File: config.mk
export PLATFORM = sky130hd
export DESIGN_NAME = terminal_line_editor_top
export DESIGN_NICKNAME = d
export VERILOG_FILES = /design/src/rtl/tle_pkg.sv /design/src/rtl/tle_echo.sv /design/src/rtl/terminal_line_editor_top.sv
export SDC_FILE = /design/constraint.sdc
export NUM_CORES = 1
export LEC_CHECK = 0
export BUFFER_PORTS_ARGS = -buffer_cell sky130_fd_sc_hd__buf_2
export CORE_MARGIN = 2
export CORE_UTILIZATION = 65
export CTS_BUF_LIST = sky130_fd_sc_hd__clkbuf_4
export DETAILED_ROUTE_END_ITERATION = 10
export GPL_ROUTABILITY_DRIVEN = 0
export HOLD_SLACK_MARGIN = 0.02
export PLACE_DENSITY = 0.84
export SLEW_MARGIN = 30
export SYNTH_ARGS = -nofsm -noshare
export SYNTH_HDL_FRONTEND = slang
export SYNTH_SLANG_ARGS = --single-unit
File: constraint.sdc
create_clock -name clk -period 9.28 [get_ports clk]
set_input_delay 0 -clock clk [delete_from_list [all_inputs] [get_ports clk]]
set_output_delay 0 -clock clk [all_outputs]
set_load 0.05 [all_outputs]
File: src/rtl/tle_pkg.sv
`timescale 1ns / 1ps
// tle_pkg: shared constants, echo request type and register indexes
// for the terminal line editor; no dependencies

package tle_pkg;

  // line buffer geometry
  localparam int LINE_CAP = 40;
  localparam int LEN_W    = $clog2(LINE_CAP + 1);
  localparam int ADDR_W   = $clog2(LINE_CAP);

  // configuration register indexes
  localparam int CFG_IDX_W = 2;
  localparam logic [CFG_IDX_W-1:0] REG_ERASE = 2'd0;
  localparam logic [CFG_IDX_W-1:0] REG_KILL  = 2'd1;
  localparam logic [CFG_IDX_W-1:0] REG_WORD  = 2'd2;
  localparam logic [CFG_IDX_W-1:0] REG_EOF   = 2'd3;

  // register reset values
  localparam logic [7:0] ERASE_RST = 8'd127;
  localparam logic [7:0] KILL_RST  = 8'd21;
  localparam logic [7:0] WORD_RST  = 8'd23;
  localparam logic [7:0] EOF_RST   = 8'd4;

  // character codes
  localparam logic [7:0] CH_NUL   = 8'h00;
  localparam logic [7:0] CH_BEL   = 8'h07;
  localparam logic [7:0] CH_BS    = 8'h08;
  localparam logic [7:0] CH_NL    = 8'h0A;
  localparam logic [7:0] CH_CR    = 8'h0D;
  localparam logic [7:0] CH_ESC   = 8'h1B;
  localparam logic [7:0] CH_SPACE = 8'h20;
  localparam logic [7:0] CH_ZERO  = 8'h30;
  localparam logic [7:0] CH_TWO   = 8'h32;
  localparam logic [7:0] CH_D     = 8'h44;
  localparam logic [7:0] CH_K     = 8'h4B;
  localparam logic [7:0] CH_LBRK  = 8'h5B;
  localparam logic [7:0] CH_TILDE = 8'h7E;

  // echo sequence kinds
  typedef enum logic [2:0] {
    EK_PRINT,
    EK_PRINT_NL,
    EK_ERASE,
    EK_KILL,
    EK_WORD,
    EK_EOF,
    EK_BEL
  } echo_kind_t;

  // request from the editor core to the echo unit
  typedef struct packed {
    echo_kind_t       kind;
    logic [7:0]       ch;
    logic [LEN_W-1:0] cnt;
  } echo_req_t;

endpackage

File: src/rtl/tle_echo.sv
`timescale 1ns / 1ps
// tle_echo: expands one echo request into its byte sequence and drives
// the registered result channel; depends on tle_pkg

module tle_echo (
  input  logic                clk,
  input  logic                rst,
  input  logic                req_valid,
  output logic                req_ready,
  input  tle_pkg::echo_req_t  req,
  output logic                out_valid,
  input  logic                out_ready,
  output logic [7:0]          echo_byte,
  output logic                last_of_run,
  output logic                session_end
);

  logic                busy;
  tle_pkg::echo_kind_t kind;
  logic [7:0]          ch;
  logic [3:0]          tens;
  logic [3:0]          units;
  logic [2:0]          idx;

  logic [2:0]  idx_next;
  logic [7:0]  cur_byte;
  logic        cur_last;
  logic        cur_end;
  logic        take;
  logic [6:0]  cnt7;
  logic [14:0] prod;
  logic [3:0]  tens_calc;
  logic [6:0]  units_calc;

  assign req_ready = !busy;
  assign take      = busy && (!out_valid || out_ready);

  // split the removed count (below 100) into decimal digits
  assign cnt7       = 7'(req.cnt);
  assign prod       = 15'(cnt7) * 15'd205;
  assign tens_calc  = prod[14:11];
  assign units_calc = cnt7 - ({3'b000, tens_calc} << 3) - ({3'b000, tens_calc} << 1);

  // byte and end flag at the current position of the sequence
  always_comb begin
    cur_byte = tle_pkg::CH_BEL;
    cur_last = 1'b1;
    cur_end  = 1'b0;
    case (kind)
      tle_pkg::EK_PRINT, tle_pkg::EK_PRINT_NL: begin
        cur_byte = (idx == 3'd0) ? tle_pkg::CH_NL : ch;
        cur_last = (idx == 3'd1);
      end
      tle_pkg::EK_ERASE: begin
        cur_byte = (idx == 3'd1) ? tle_pkg::CH_SPACE : tle_pkg::CH_BS;
        cur_last = (idx == 3'd2);
      end
      tle_pkg::EK_KILL: begin
        case (idx)
          3'd0:    cur_byte = tle_pkg::CH_CR;
          3'd1:    cur_byte = tle_pkg::CH_ESC;
          3'd2:    cur_byte = tle_pkg::CH_LBRK;
          3'd3:    cur_byte = tle_pkg::CH_TWO;
          default: cur_byte = tle_pkg::CH_K;
        endcase
        cur_last = (idx == 3'd4);
      end
      tle_pkg::EK_WORD: begin
        case (idx)
          3'd0:    cur_byte = tle_pkg::CH_ESC;
          3'd1:    cur_byte = tle_pkg::CH_LBRK;
          3'd2:    cur_byte = tle_pkg::CH_ZERO + {4'b0000, tens};
          3'd3:    cur_byte = tle_pkg::CH_ZERO + {4'b0000, units};
          3'd4:    cur_byte = tle_pkg::CH_D;
          3'd5:    cur_byte = tle_pkg::CH_ESC;
          3'd6:    cur_byte = tle_pkg::CH_LBRK;
          default: cur_byte = tle_pkg::CH_K;
        endcase
        cur_last = (idx == 3'd7);
      end
      tle_pkg::EK_EOF: begin
        cur_byte = tle_pkg::CH_NUL;
        cur_end  = 1'b1;
      end
      default: begin
        cur_byte = tle_pkg::CH_BEL;
      end
    endcase
  end

  // skip the tens digit when the count is a single digit
  assign idx_next = (kind == tle_pkg::EK_WORD && idx == 3'd1 && tens == 4'd0) ?
                    3'd3 : idx + 3'd1;

  // request load
  always_ff @(posedge clk) begin
    if (req_valid && req_ready) begin
      kind  <= req.kind;
      ch    <= req.ch;
      tens  <= tens_calc;
      units <= units_calc[3:0];
    end
  end

  // sequencer and output register
  always_ff @(posedge clk) begin
    if (rst) begin
      busy      <= 1'b0;
      out_valid <= 1'b0;
      idx       <= 3'd0;
    end else begin
      if (req_valid && req_ready) begin
        busy <= 1'b1;
        idx  <= (req.kind == tle_pkg::EK_PRINT) ? 3'd1 : 3'd0;
      end else if (take) begin
        if (cur_last) begin
          busy <= 1'b0;
        end else begin
          idx <= idx_next;
        end
      end
      if (take) begin
        out_valid <= 1'b1;
      end else if (out_ready) begin
        out_valid <= 1'b0;
      end
    end
  end

  // result payload
  always_ff @(posedge clk) begin
    if (take) begin
      echo_byte   <= cur_byte;
      last_of_run <= cur_last;
      session_end <= cur_end;
    end
  end

endmodule

File: src/rtl/terminal_line_editor_top.sv
`timescale 1ns / 1ps
// terminal_line_editor_top: line buffer memory, editing control and config
// registers; depends on tle_pkg and tle_echo
//
//   channel | signals                                   | handshake
//   --------+-------------------------------------------+------------------
//   input   | in_byte                                   | in_valid/in_ready
//   result  | echo_byte, last_of_run, session_end       | out_valid/out_ready
//   config  | cfg_index, cfg_data                       | cfg_we, no wait
//
// An item is taken in the idle state; the hand-off state then passes its echo
// sequence to the output unit, waiting while that unit is busy. A word erase
// first scans back through the single read port, one memory read per entry.
// Echo bytes of a sequence leave one per cycle while out_ready is high; the next item is
// accepted while the previous sequence is still draining.
// Reset clears the line length and the session flag and loads the config
// registers with their reset values; the line memory is not cleared.

module terminal_line_editor_top (
  input  logic                             clk,
  input  logic                             rst,
  input  logic                             in_valid,
  output logic                             in_ready,
  input  logic [7:0]                       in_byte,
  output logic                             out_valid,
  input  logic                             out_ready,
  output logic [7:0]                       echo_byte,
  output logic                             last_of_run,
  output logic                             session_end,
  input  logic                             cfg_we,
  input  logic [tle_pkg::CFG_IDX_W-1:0]    cfg_index,
  input  logic [7:0]                       cfg_data
);

  localparam int LW = tle_pkg::LEN_W;
  localparam int AW = tle_pkg::ADDR_W;

  typedef enum logic [2:0] {
    ST_IDLE = 3'b001,
    ST_SCAN = 3'b010,
    ST_HAND = 3'b100
  } state_t;

  state_t            state;
  logic [LW-1:0]     line_len;
  logic              ended;
  logic [7:0]        erase_char;
  logic [7:0]        kill_char;
  logic [7:0]        word_erase_char;
  logic [7:0]        eof_char;
  logic [AW-1:0]     scan_idx;
  tle_pkg::echo_req_t req;

  logic [7:0]        line_mem [tle_pkg::LINE_CAP];
  logic [7:0]        rd_data;
  logic              rd_en;
  logic [AW-1:0]     rd_addr;
  logic              wr_en;
  logic [AW-1:0]     wr_addr;

  logic              accept;
  logic              is_print;
  logic              is_erase;
  logic              is_kill;
  logic              is_word;
  logic              is_eof;
  logic              line_full;
  logic              len_zero;
  logic              scan_hit;
  logic              scan_done;
  logic [LW-1:0]     cut;
  logic [LW-1:0]     len_dec;
  logic              req_valid;
  logic              req_ready;

  assign in_ready = (state == ST_IDLE);
  assign accept   = in_valid && in_ready;

  // command decode, printable bytes take priority
  assign is_print  = (in_byte >= tle_pkg::CH_SPACE) && (in_byte <= tle_pkg::CH_TILDE);
  assign is_erase  = !is_print && (in_byte == erase_char);
  assign is_kill   = !is_print && !is_erase && (in_byte == kill_char);
  assign is_word   = !is_print && !is_erase && !is_kill && (in_byte == word_erase_char);
  assign is_eof    = !is_print && !is_erase && !is_kill && !is_word &&
                     (in_byte == eof_char);
  assign line_full = (line_len >= LW'(tle_pkg::LINE_CAP));
  assign len_zero  = (line_len == '0);
  assign len_dec   = line_len - LW'(1);

  // back scan: stop on a space or at the start of the line
  assign scan_hit  = (rd_data == tle_pkg::CH_SPACE);
  assign scan_done = scan_hit || (scan_idx == '0);
  assign cut       = scan_hit ? LW'(scan_idx) : '0;

  // memory port control
  assign wr_en   = accept && !ended && is_print;
  assign wr_addr = line_full ? '0 : line_len[AW-1:0];

  always_comb begin
    rd_en   = 1'b0;
    rd_addr = scan_idx - AW'(1);
    if (state == ST_IDLE && accept && !ended && is_word && !len_zero) begin
      rd_en   = 1'b1;
      rd_addr = len_dec[AW-1:0];
    end else if (state == ST_SCAN && !scan_done) begin
      rd_en = 1'b1;
    end
  end

  // line buffer
  always_ff @(posedge clk) begin
    if (wr_en) begin
      line_mem[wr_addr] <= in_byte;
    end
  end

  always_ff @(posedge clk) begin
    if (rd_en) begin
      rd_data <= line_mem[rd_addr];
    end
  end

  // configuration registers
  always_ff @(posedge clk) begin
    if (rst) begin
      erase_char      <= tle_pkg::ERASE_RST;
      kill_char       <= tle_pkg::KILL_RST;
      word_erase_char <= tle_pkg::WORD_RST;
      eof_char        <= tle_pkg::EOF_RST;
    end else if (cfg_we) begin
      unique case (cfg_index)
        tle_pkg::REG_ERASE: erase_char      <= cfg_data;
        tle_pkg::REG_KILL:  kill_char       <= cfg_data;
        tle_pkg::REG_WORD:  word_erase_char <= cfg_data;
        tle_pkg::REG_EOF:   eof_char        <= cfg_data;
        default: ;
      endcase
    end
  end

  // editing control
  always_ff @(posedge clk) begin
    if (rst) begin
      state    <= ST_IDLE;
      line_len <= '0;
      ended    <= 1'b0;
    end else begin
      unique case (state)
        ST_IDLE: begin
          if (accept && !ended) begin
            if (is_print) begin
              line_len <= line_full ? LW'(1) : line_len + LW'(1);
              state    <= ST_HAND;
            end else if (is_erase) begin
              if (!len_zero) begin
                line_len <= len_dec;
                state    <= ST_HAND;
              end
            end else if (is_kill) begin
              line_len <= '0;
              state    <= ST_HAND;
            end else if (is_word) begin
              if (!len_zero) begin
                scan_idx <= len_dec[AW-1:0];
                state    <= ST_SCAN;
              end
            end else if (is_eof) begin
              if (len_zero) begin
                ended <= 1'b1;
                state <= ST_HAND;
              end
            end else begin
              state <= ST_HAND;
            end
          end
        end
        ST_SCAN: begin
          if (scan_done) begin
            line_len <= cut;
            state    <= ST_HAND;
          end else begin
            scan_idx <= scan_idx - AW'(1);
          end
        end
        ST_HAND: begin
          if (req_ready) begin
            state <= ST_IDLE;
          end
        end
        default: state <= ST_IDLE;
      endcase
    end
  end

  // echo request built alongside the state update
  always_ff @(posedge clk) begin
    if (state == ST_IDLE && accept) begin
      req.ch  <= in_byte;
      req.cnt <= '0;
      if (is_print) begin
        req.kind <= line_full ? tle_pkg::EK_PRINT_NL : tle_pkg::EK_PRINT;
      end else if (is_erase) begin
        req.kind <= tle_pkg::EK_ERASE;
      end else if (is_kill) begin
        req.kind <= tle_pkg::EK_KILL;
      end else if (is_word) begin
        req.kind <= tle_pkg::EK_WORD;
      end else if (is_eof) begin
        req.kind <= tle_pkg::EK_EOF;
      end else begin
        req.kind <= tle_pkg::EK_BEL;
      end
    end else if (state == ST_SCAN && scan_done) begin
      req.cnt <= line_len - cut;
    end
  end

  assign req_valid = (state == ST_HAND);

  tle_echo u_echo (
    .clk         (clk),
    .rst         (rst),
    .req_valid   (req_valid),
    .req_ready   (req_ready),
    .req         (req),
    .out_valid   (out_valid),
    .out_ready   (out_ready),
    .echo_byte   (echo_byte),
    .last_of_run (last_of_run),
    .session_end (session_end)
  );

endmodule
==> impl_metrics.yaml, run 1 <==
run_status:
  status: "finished clean"
drt:
  routed_wl_mm: 46.3
  post_drt_via_cell_ratio: 6.45
  route.detailed.drc: 0
  drtIter0Drc: 1598
  ant_nets: 0
  vias: 13300
  wl_per_cell_um: 22.5
  first_pass_iters: 6
finish:
  fill_cells: 1892
  finalNetCount: 1660
  fin_area_um2: 21400
  drive_gt1_share_pct: 15.6
  syn_to_final_growth_pct: 10.5
timing:
  rsz0062_at_grt: "false"
  setup_violations: 0
  slew_violations: 0
  max_clock_freq_mhz: 192
  final.period_utilization_pct: 56.0
  worstMarginPinSlew_ns: 1.01
  finClkSkew_ns: 0.0399
  hold_violations: 0
  setup-tns-final_ns: 0
  slew_headroom_pct: 32.5
  fin_crit_ns: 5.20
pwr:
  total_power_w: 0.00410
  p_per_area_nw_per_um2: 192
  leakagePower_nw: 7.60
  ir_drop_mv: 0.207
worst_hold_path:
  hp-start: "cfg_data[4]"
  timing.hold.worst.class: "in2reg"
  hold_depth: 4
clock_tree:
  cts_max_path_buffers: 3
  postCtsResizedCells: 0
  cts.clk_slew.worst_paths_ns: 0.07
  cts.hold.buffers_added: 35
  cts_buffers: 99
  cts_tree: "yes"
  clock_sinks: 426
  cts_setup_buffers: 0
  root_buffer: "clkbuf_4"
  htree_levels: 3
  clock_latency_ns: 0.76
worst_setup_path:
  setup.worst_path.class: "reg2reg"
  crit_family: "simple AND/OR/NAND/NOR gates"
  slowest_delay_ns: 0.75
  arrival_ns: 5.77
  cp-end-kind: "register"
  cp-startpoint: "state[0]$_SDFFE_PP1P_"
  crit_buf_inv: 1
  cp_max_fo: 53
  r2r_cells: 10
  r2r-start: "state[0]$_SDFFE_PP1P_"
  cp_slowest_cell: "and4bb_1"
  path_cells: "and4bb_1 -> nand2b_2 -> a2111oi_4 -> nand3_2 -> nand2_2 -> buf_4 -> nand2_1 -> a211oi_1 -> nor4_1 -> a211oi_2"
  worst_setup_path_start_kind: "register"
  crit_cells: 10
  cp_data_required_time_ns: 9.85
place:
  io_buffer_count: 34
  place_area_um2: 19700
  hpwl_mm: 27.8
grt:
  grt_usage_pct: 30.4
  overflow: 0
  grt_pass1_wl_mm: 72.4
  grt_pass1_vias: 13100
  met3_usage_pct: 7.20
  use_met2_pct: 47.9
  grt_max_degree: 86
  busiest_layer: "met2"
  antenna_found_initial: 1
  gr-usage-met1_pct: 41.6
synthesis:
  synth.distinct_cells: 85
  yosysWarnings: 0
  synth_top_cell_area_share_pct: 57.8
  synth-edff-count: 373
  synthesis.area_um2: 19400
  synth_top_flop_cell: "edfxtp_1"
  syn_nets: 1563
  synth_cells: 1493
  async_flop_share_pct: 0
  synth_top_cell_by_area: "edfxtp_1"
  ys_ff_latch: 426
  avgSynthCellArea_um2: 13.0
  yosysSeqAreaShare_pct: 63.3
  synth_area_leaders: "edfxtp_1, dfxtp_1, mux2i_1, a211oi_1, nand2_1"
floorplan:
  dieHeight_um: 177
  rows: 63
  io_pins: 35
  die-area_um2: 31200
  start_util_pct: 65.7
  fp.coreArea_um2: 29500
  fp.dieW_um: 177
job:
  maxCapViolations: 0
[kinds of logic after synthesis]
group	share of synthesized area (%)
compound gates	12.6
mux	4.22
flops	63.3
buf+inv	3.22
simple gates	10.9
xor+xnor	2.44
fa+ha+maj	3.31
[registers in the layout, summed over array words and instances (netlist names)]
register            count
line_mem              320
req                    17
eof_char                8
erase_char              8
kill_char               8
rd_data                 8
u_echo.ch               8
u_echo.echo_byte        8
word_erase_char         8
line_len                6
scan_idx                6
u_echo.units            4
state                   3
u_echo.idx              3
u_echo.kind             3
u_echo.tens             3
ended                   1
u_echo.busy             1
u_echo.last_of_run      1
u_echo.out_valid        1
u_echo.session_end      1
[worst paths after layout]
path / endpoint / slack (ns)
max reg2reg: rd_data[3]$_DFFE_PP_ / 4.08
max: rd_data[3]$_DFFE_PP_ / 4.08
min reg2reg: u_echo.ch[0]$_DFFE_PP_ / 0.42
min: erase_char[4]$_SDFFE_PP1P_ / 0.11
[Yosys cell counts, types with 13 or more instances]
master,instances
a211oi_1,95
a211oi_2,16
a21oi_1,46
a311oi_1,17
a31oi_1,20
and3_1,35
buf_2,24
clkbuf_1,45
dfxtp_1,53
edfxtp_1,373
ha_1,40
inv_1,33
mux2i_1,77
nand2_1,167
nand3_1,15
nor2_1,106
nor3_1,33
nor4_1,13
o21a_1,39
o21ai_0,34
xnor2_1,30
xor2_1,24
[worst register-to-register path, delay by kind of cell, from the launching register on]
kind                   cells  cell delay, ns
AOI/OAI and AO/OA          3            1.05
DFF                        1            0.47
buffers and inverters      1            0.61
and+or+nand+nor            6            2.91
[cells in the final DEF (no fill, tap or decap), types with 6 or more instances in the layout]
cell type / n
clkbuf_4: 145
o21ai_0: 33
buf_2: 33
a21oi_1: 46
dlygate4sd3_1: 35
nor2_1: 106
fa_1: 7
nor4_1: 12
ha_1: 40
a211oi_2: 16
clkinv_1: 21
nand2_1: 166
a311oi_1: 17
o22ai_1: 9
a31oi_1: 20
edfxtp_1: 373
inv_1: 33
buf_4: 18
nor2b_1: 9
nand4_1: 6
xor2_1: 24
nor3b_1: 6
a211oi_1: 95
o221ai_1: 10
nor3_1: 32
xnor2_1: 30
dfxtp_1: 53
nand2b_1: 6
o21a_1: 39
mux2i_1: 77
and3_1: 35
nand3_1: 15
[stage by stage]
step	util, %	cells	setup WS (ns)	hold slack [ns]
after global placement	66.8	1843	4.42	0.278
after detailed placement	66.9	1843	4.29	0.289
after global routing	72.6	2059	3.71	0.106
final	72.6	2059	4.08	0.109
after CTS	72.5	2057	4.18	0.0433
after floorplan	-	1493	5.08	0.0831
[where the power goes]
part	switching [W]	internal, W
Combinational	0.000252	0.000128
Clock	0.000735	0.000806
Sequential	0.0000403	0.00214
Total	0.00103	0.00308
[cell type report]
| type | count | area, um2 | area share, % |
|---|---|---|---|
| clock inverters | 34 | 233 | 1.09 |
| flip-flops and latches | 426 | 12300 | 57.3 |
| well taps | 390 | 488 | 2.28 |
| repair buffers | 87 | 678 | 3.17 |
| clock buffers | 145 | 1090 | 5.08 |
| inverters | 33 | 124 | 0.578 |
| multi-input cells | 943 | 6540 | 30.5 |
| diodes | 1 | 2.50 | 0.0117 |
[metal layers]
| metal | vias up | part of all wire [%] |
|---|---|---|
| li1 | 5928 | - |
| met1 | 6342 | 38 |
| met2 | 888 | 47 |
| met3 | 130 | 11 |
| met4 | 0 | 3.1 |
| met5 | - | 0 |
(Power assumes the default switching activity.)
==> run 2: changes to the inputs <==
- CORE_UTILIZATION: 65 -> 59
- PLACE_DENSITY: 0.84 -> 0.81
- clock period: 9.28 -> 4.5 ns (I/O delays scaled with it)
==> run 2 against run 1 <==
Die area up 9.9%. Combinational power up 120%. Clock-buffer cell count down 1. Largest cell class unchanged.
==> impl_metrics.yaml, run 2 (synthesized netlist as in run 1, its figures left out) <==
clock_tree:
  cts.clk_slew.worst_paths_ns: 0.08
  cts_buffers: 103
  clock_latency_ns: 0.78
  clock_sinks: 426
  root_buffer: "clkbuf_4"
  cts_max_path_buffers: 3
  htree_levels: 3
  cts_tree: "yes"
pwr:
  p_comb_share_pct: 9.9
  p_per_area_nw_per_um2: 385
  ir_drop_mv: 0.282
  seqPwrFrac_pct: 53.6
  p_int_w: 0.00623
  p_clk_share_pct: 36.5
  leakagePower_nw: 7.69
  total_power_w: 0.00835
  swShare_pct: 25.3
  switching_power_w: 0.00212
finish:
  final_common_cell: "edfxtp_1"
  finalNetCount: 1688
  syn_to_final_growth_pct: 11.7
  top_register: "line_mem"
  most-common-layout-cells: "edfxtp_1, nand2_1, clkbuf_4"
  largest_reg_flops: 320
  top_regs: "line_mem (320), req (17)"
  drive_gt1_share_pct: 16.7
place:
  io_buffer_count: 34
  hpwl_mm: 29.0
drt:
  first_pass_iters: 6
  post_drt_via_cell_ratio: 6.14
  ant_nets: 0
  route.detailed.drc: 0
  wl_per_cell_um: 21.5
  drtIter0Drc: 1471
  routed_wl_mm: 46.1
  vias: 13100
worst_setup_path:
  setup.worst_path.class: "reg2reg"
  cp-end-kind: "register"
  regToRegSetupSlack_ns: 0.30
  arrival_ns: 4.74
  worst_setup_path_start_kind: "register"
  cp_max_fo: 5
  cp_data_required_time_ns: 5.04
floorplan:
  dieHeight_um: 185
  io_pins: 35
  fp.dieW_um: 185
  fp.coreArea_um2: 32500
  die-area_um2: 34300
  rows: 66
  start_util_pct: 59.7
grt:
  antenna_found_initial: 2
  overflow: 0
  grt_pass1_vias: 12900
  grt_max_degree: 77
  grt_usage_pct: 27.5
  grt_pass1_wl_mm: 71.1
timing:
  fin_crit_ns: 4.20
  finClkSkew_ns: 0.0520
  rsz0062_at_grt: "false"
  worstMarginPinSlew_ns: 0.918
  final.period_utilization_pct: 93.3
  setup-tns-final_ns: 0
  setup_violations: 0
  max_clock_freq_mhz: 238
  slew_violations: 0
  slew_headroom_pct: 38.6
  hold_violations: 0
worst_hold_path:
  timing.hold.worst.class: "in2reg"
run_status:
  status: "finished clean"
job:
  maxCapViolations: 0
run 2: cell count changes in the layout (fill, tap and decap cells not counted), moves of 2 or more:
cell / previous run / this run
buf_12: 0 / 3
buf_4: 18 / 36
bufinv_16: 3 / 1
clkinv_1: 21 / 33
clkinv_4: 2 / 0
dlygate4sd3_1: 35 / 38
inv_2: 1 / 4
inv_6: 2 / 0
run 2: per-stage QoR:
stage	hold WS [ns]	util, %	cell area [um2]	cells	setup slack [ns]
final	0.0881	66.7	21700	2142	0.302
after global placement	0.287	61.5	20000	1916	0.238
after detailed placement	0.290	61.5	20000	1916	-0.0137
after floorplan	0.0831	-	19400	1493	0.298
after CTS	0.0269	66.6	21600	2139	0.0455
after global routing	0.0552	66.7	21700	2142	0.0351
run 2: final cells by class:
| type | instances | area (um2) |
|---|---|---|
| multi-input cells | 943 | 6570 |
| fillers | 2278 | 10800 |
| inverters | 33 | 124 |
| repair buffers | 111 | 881 |
| clock inverters | 41 | 185 |
| flip-flops and latches | 426 | 12300 |
| well taps | 442 | 553 |
| diodes | 2 | 5.00 |
| clock buffers | 144 | 1080 |
run 2: worst max-delay path: stages (launching register included):
cell and delay [ns]:
dfxtp_2 0.36, ha_1 0.33, ha_1 0.28, inv_1 0.05, fa_1 0.39, inv_1 0.07, ha_1 0.23, nand4b_1 0.09
o21bai_1 0.07, a21o_1 0.19, a21oi_2 0.15, o21ai_2 0.09, a21o_1 0.23, a211oi_2 0.23, nor2_1 0.08, ha_1 0.21
xor2_2 0.22, nand2_2 0.10, or4_1 0.40, nand4_1 0.11, xnor2_1 0.06
run 2: power groups by stage:
stage	clock, W	sequential (W)	combinational [W]
2_1_floorplan	0	0.00457	0.000543
3_3_place_gp	0	0.00456	0.000768
3_5_place_dp	0	0.00456	0.000782
4_1_cts	0.00308	0.00447	0.000811
5_1_grt	0.00330	0.00449	0.000894
6_report	0.00305	0.00448	0.000827
run 2: final timing paths:
path	startpoint	cells after the start	endpoint
max	req[1]$_SDFFE_PP0P_	20	u_echo.units[3]$_DFFE_PP_
min	cfg_data[4]	4	kill_char[4]$_SDFFE_PP1P_
max reg2reg	req[1]$_SDFFE_PP0P_	20	u_echo.units[3]$_DFFE_PP_
min reg2reg	req[13]$_DFFE_PP_	0	u_echo.ch[7]$_DFFE_PP_
run 2: routing by layer:
layer  track usage, %  up-vias  share of wire (%)  routed length, um
li1                 -     5976                  -                  -
met1             35.3     6360                 38              17700
met2             44.4      688                 48              22100
met3             7.06      122                 10               4690
met4             11.7        0                3.5               1610
met5                0        -                  0                  0
run 2: timing repair:
item                       in CTS  in global routing
setup endpoints to repair       1                  1
pin swaps                       0                  1
resized for setup               1                  8
setup buffers                   0                  1
hold endpoints to repair      349                  0
hold buffers                   38                  0
==> run 3: changes to the inputs <==
- BUFFER_PORTS_ARGS: -buffer_cell sky130_fd_sc_hd__buf_2 -> default
- CORE_UTILIZATION: 59 -> 60
- DONT_BUFFER_PORTS: default -> 1
==> run 3 against run 2 <==
Combinational power down 2%. Register-to-register slack improved by 0.02 ns. Utilization rose by 2.3 points. Global-route usage rose by 1.4 points. Fmax down 5.7%. Wire length rose by 4.0%. Via count rose by 1.9%. Critical endpoint is now rd_data[0]$_DFFE_PP_. Largest cell class unchanged.
==> impl_metrics.yaml, run 3 (synthesized netlist as in run 1, its figures left out) <==
finish:
  finalNetCount: 1679
  largest_reg_flops: 320
  final_common_cell: "edfxtp_1"
  syn_to_final_growth_pct: 13.0
  drive_gt1_share_pct: 16.8
  final_cells: 2094
  top_register: "line_mem"
  utilization_pct: 69.1
  most-common-layout-cells: "edfxtp_1, clkbuf_4, nand2_1"
  top_regs: "line_mem (320), req (17)"
drt:
  vias: 13400
  ant_nets: 0
  post_drt_via_cell_ratio: 6.40
  route.detailed.drc: 0
  routed_wl_mm: 48.0
  wl_per_cell_um: 22.9
  first_pass_iters: 6
  drtIter0Drc: 1359
clock_tree:
  cts.clk_slew.worst_paths_ns: 0.07
  cts_tree: "yes"
  root_buffer: "clkbuf_4"
  clock_sinks: 426
  cts_max_path_buffers: 3
  cts_buffers: 104
  htree_levels: 3
  clock_latency_ns: 0.80
worst_setup_path:
  worst_setup_path_start_kind: "input pin"
  critPathMostFrequentCell: "dlygate4sd3_1"
  setup.worst_path.class: "in2reg"
  regToRegSetupSlack_ns: 0.32
  cp_slowest_cell: "dlygate4sd3_1"
  arrival_ns: 4.94
  path_cells: "dlygate4sd3_1 -> buf_12 -> inv_1 -> dlygate4sd3_1 -> o221a_4 -> dlygate4sd3_1 -> a2111oi_4 -> nand3_2 -> and2_4 -> mux2i_1 -> o221ai_1 -> nor4_1 -> a211oi_2"
  cp-end-kind: "register"
  timing.rr.end: "u_echo.units[3]$_DFFE_PP_"
  r2r-start: "req[2]$_SDFFE_PP0P_"
  slowest_delay_ns: 0.66
  cp_data_required_time_ns: 4.99
  r2r_cells: 20
  cp_max_fo: 44
run_status:
  status: "finished clean"
floorplan:
  fp.dieW_um: 184
  dieHeight_um: 184
  rows: 65
  die-area_um2: 33800
  start_util_pct: 61.1
  io_pins: 35
  fp.coreArea_um2: 31700
pwr:
  total_power_w: 0.00849
  p_per_area_nw_per_um2: 388
  leakagePower_nw: 7.76
  ir_drop_mv: 0.235
grt:
  overflow: 0
  grt_pass1_vias: 13300
  antenna_found_initial: 4
  grt_max_degree: 60
  grt_pass1_wl_mm: 73.7
  grt_usage_pct: 28.9
timing:
  whs_ns: 0.0737
  hold_violations: 0
  max_clock_freq_mhz: 225
  setup-tns-final_ns: 0
  worstMarginPinSlew_ns: 0.950
  final.period_utilization_pct: 98.9
  slew_violations: 0
  setup_violations: 0
  finClkSkew_ns: 0.0652
  slew_headroom_pct: 36.5
  fin_crit_ns: 4.45
  rsz0062_at_grt: "false"
worst_hold_path:
  timing.hold.worst.class: "in2reg"
  hold_depth: 3
  hp-start: "cfg_data[3]"
  holdPathEnd: "word_erase_char[3]$_SDFFE_PP0P_"
place:
  io_buffer_count: 0
  hpwl_mm: 27.6
  placed_cells: 1842
job:
  maxCapViolations: 0
==> run 3: cell types whose count changed in the layout (fill, tap and decap cells not counted), moves of 3 or more <==
cell           previous run  this run
buf_2                    34         0
clkinv_1                 33        13
dlygate4sd3_1            38        52
clkbuf_4                144       166
buf_12                    3        13
clkinvlp_4                0         3
==> run 3: worst max-delay path: cells and delay by family <==
kind,cells,cell delay [ns]
buffers and inverters,5,2.24
and+or+nand+nor,3,1.52
AOI/OAI and AO/OA,4,0.88
muxes,1,0.25
==> run 3: cell type report <==
| type | instances | area (um2) |
|---|---|---|
| Sequential cell | 426 | 12300 |
| Fill cell | 2078 | 9820 |
| Multi-Input combinational cell | 944 | 6610 |
| Clock buffer | 166 | 1250 |
| Timing Repair Buffer | 100 | 1040 |
| Tap cell | 402 | 503 |
| Inverter | 33 | 124 |
| Clock inverter | 21 | 103 |
| Antenna cell | 2 | 5.00 |
==> run 3: worst max-delay path by stage <==
stage / slack [ns] / start / cells after the start / endpoint
6_report: 0.05 / in_byte[7] / 13 / rd_data[0]$_DFFE_PP_
5_1_grt: 0.01 / req[3]$_SDFFE_PP0P_ / 18 / u_echo.units[3]$_DFFE_PP_
3_5_place_dp: 0.009 / req[2]$_SDFFE_PP0P_ / 20 / u_echo.units[3]$_DFFE_PP_
3_3_place_gp: 0.26 / req[0]$_SDFFE_PP0P_ / 22 / u_echo.units[3]$_DFFE_PP_
2_1_floorplan: 0.30 / req[0]$_SDFFE_PP0P_ / 22 / u_echo.units[3]$_DFFE_PP_
4_1_cts: 0.01 / req[2]$_SDFFE_PP0P_ / 20 / u_echo.units[3]$_DFFE_PP_
==> run 3: layer usage <==
metal / up-vias / GRT usage, % / part of all wire, %
li1: 5959 / - / -
met1: 6511 / 36.8 / 38
met2: 775 / 46.2 / 48
met3: 149 / 6.56 / 8.7
met4: 4 / 15.8 / 4.6
met5: - / 0 / 0.056
==> run 3: power breakdown <==
part	total, W	switching (W)	internal, W	leakage, nW
Sequential	0.00451	0.0000894	0.00442	3.79
Clock	0.00317	0.00151	0.00167	0.805
Combinational	0.000814	0.000521	0.000293	3.16
==> run 3: timing repair <==
action / 4_1_cts / 5_1_grt
hold buffers: 61 / 0
endpoints found under the hold margin: 411 / 0
setup buffers: 0 / 1
resized for setup: 0 / 14
endpoints found under the setup margin: 0 / 4
==> run 3: stage by stage <==
stage / area (um2) / worst slack [ns]
6_report: 21900 / 0.0502
5_1_grt: 21900 / 0.0139
4_1_cts: 21800 / 0.0102
3_5_place_dp: 19800 / 0.00911
3_3_place_gp: 19800 / 0.256
2_1_floorplan: 19400 / 0.298
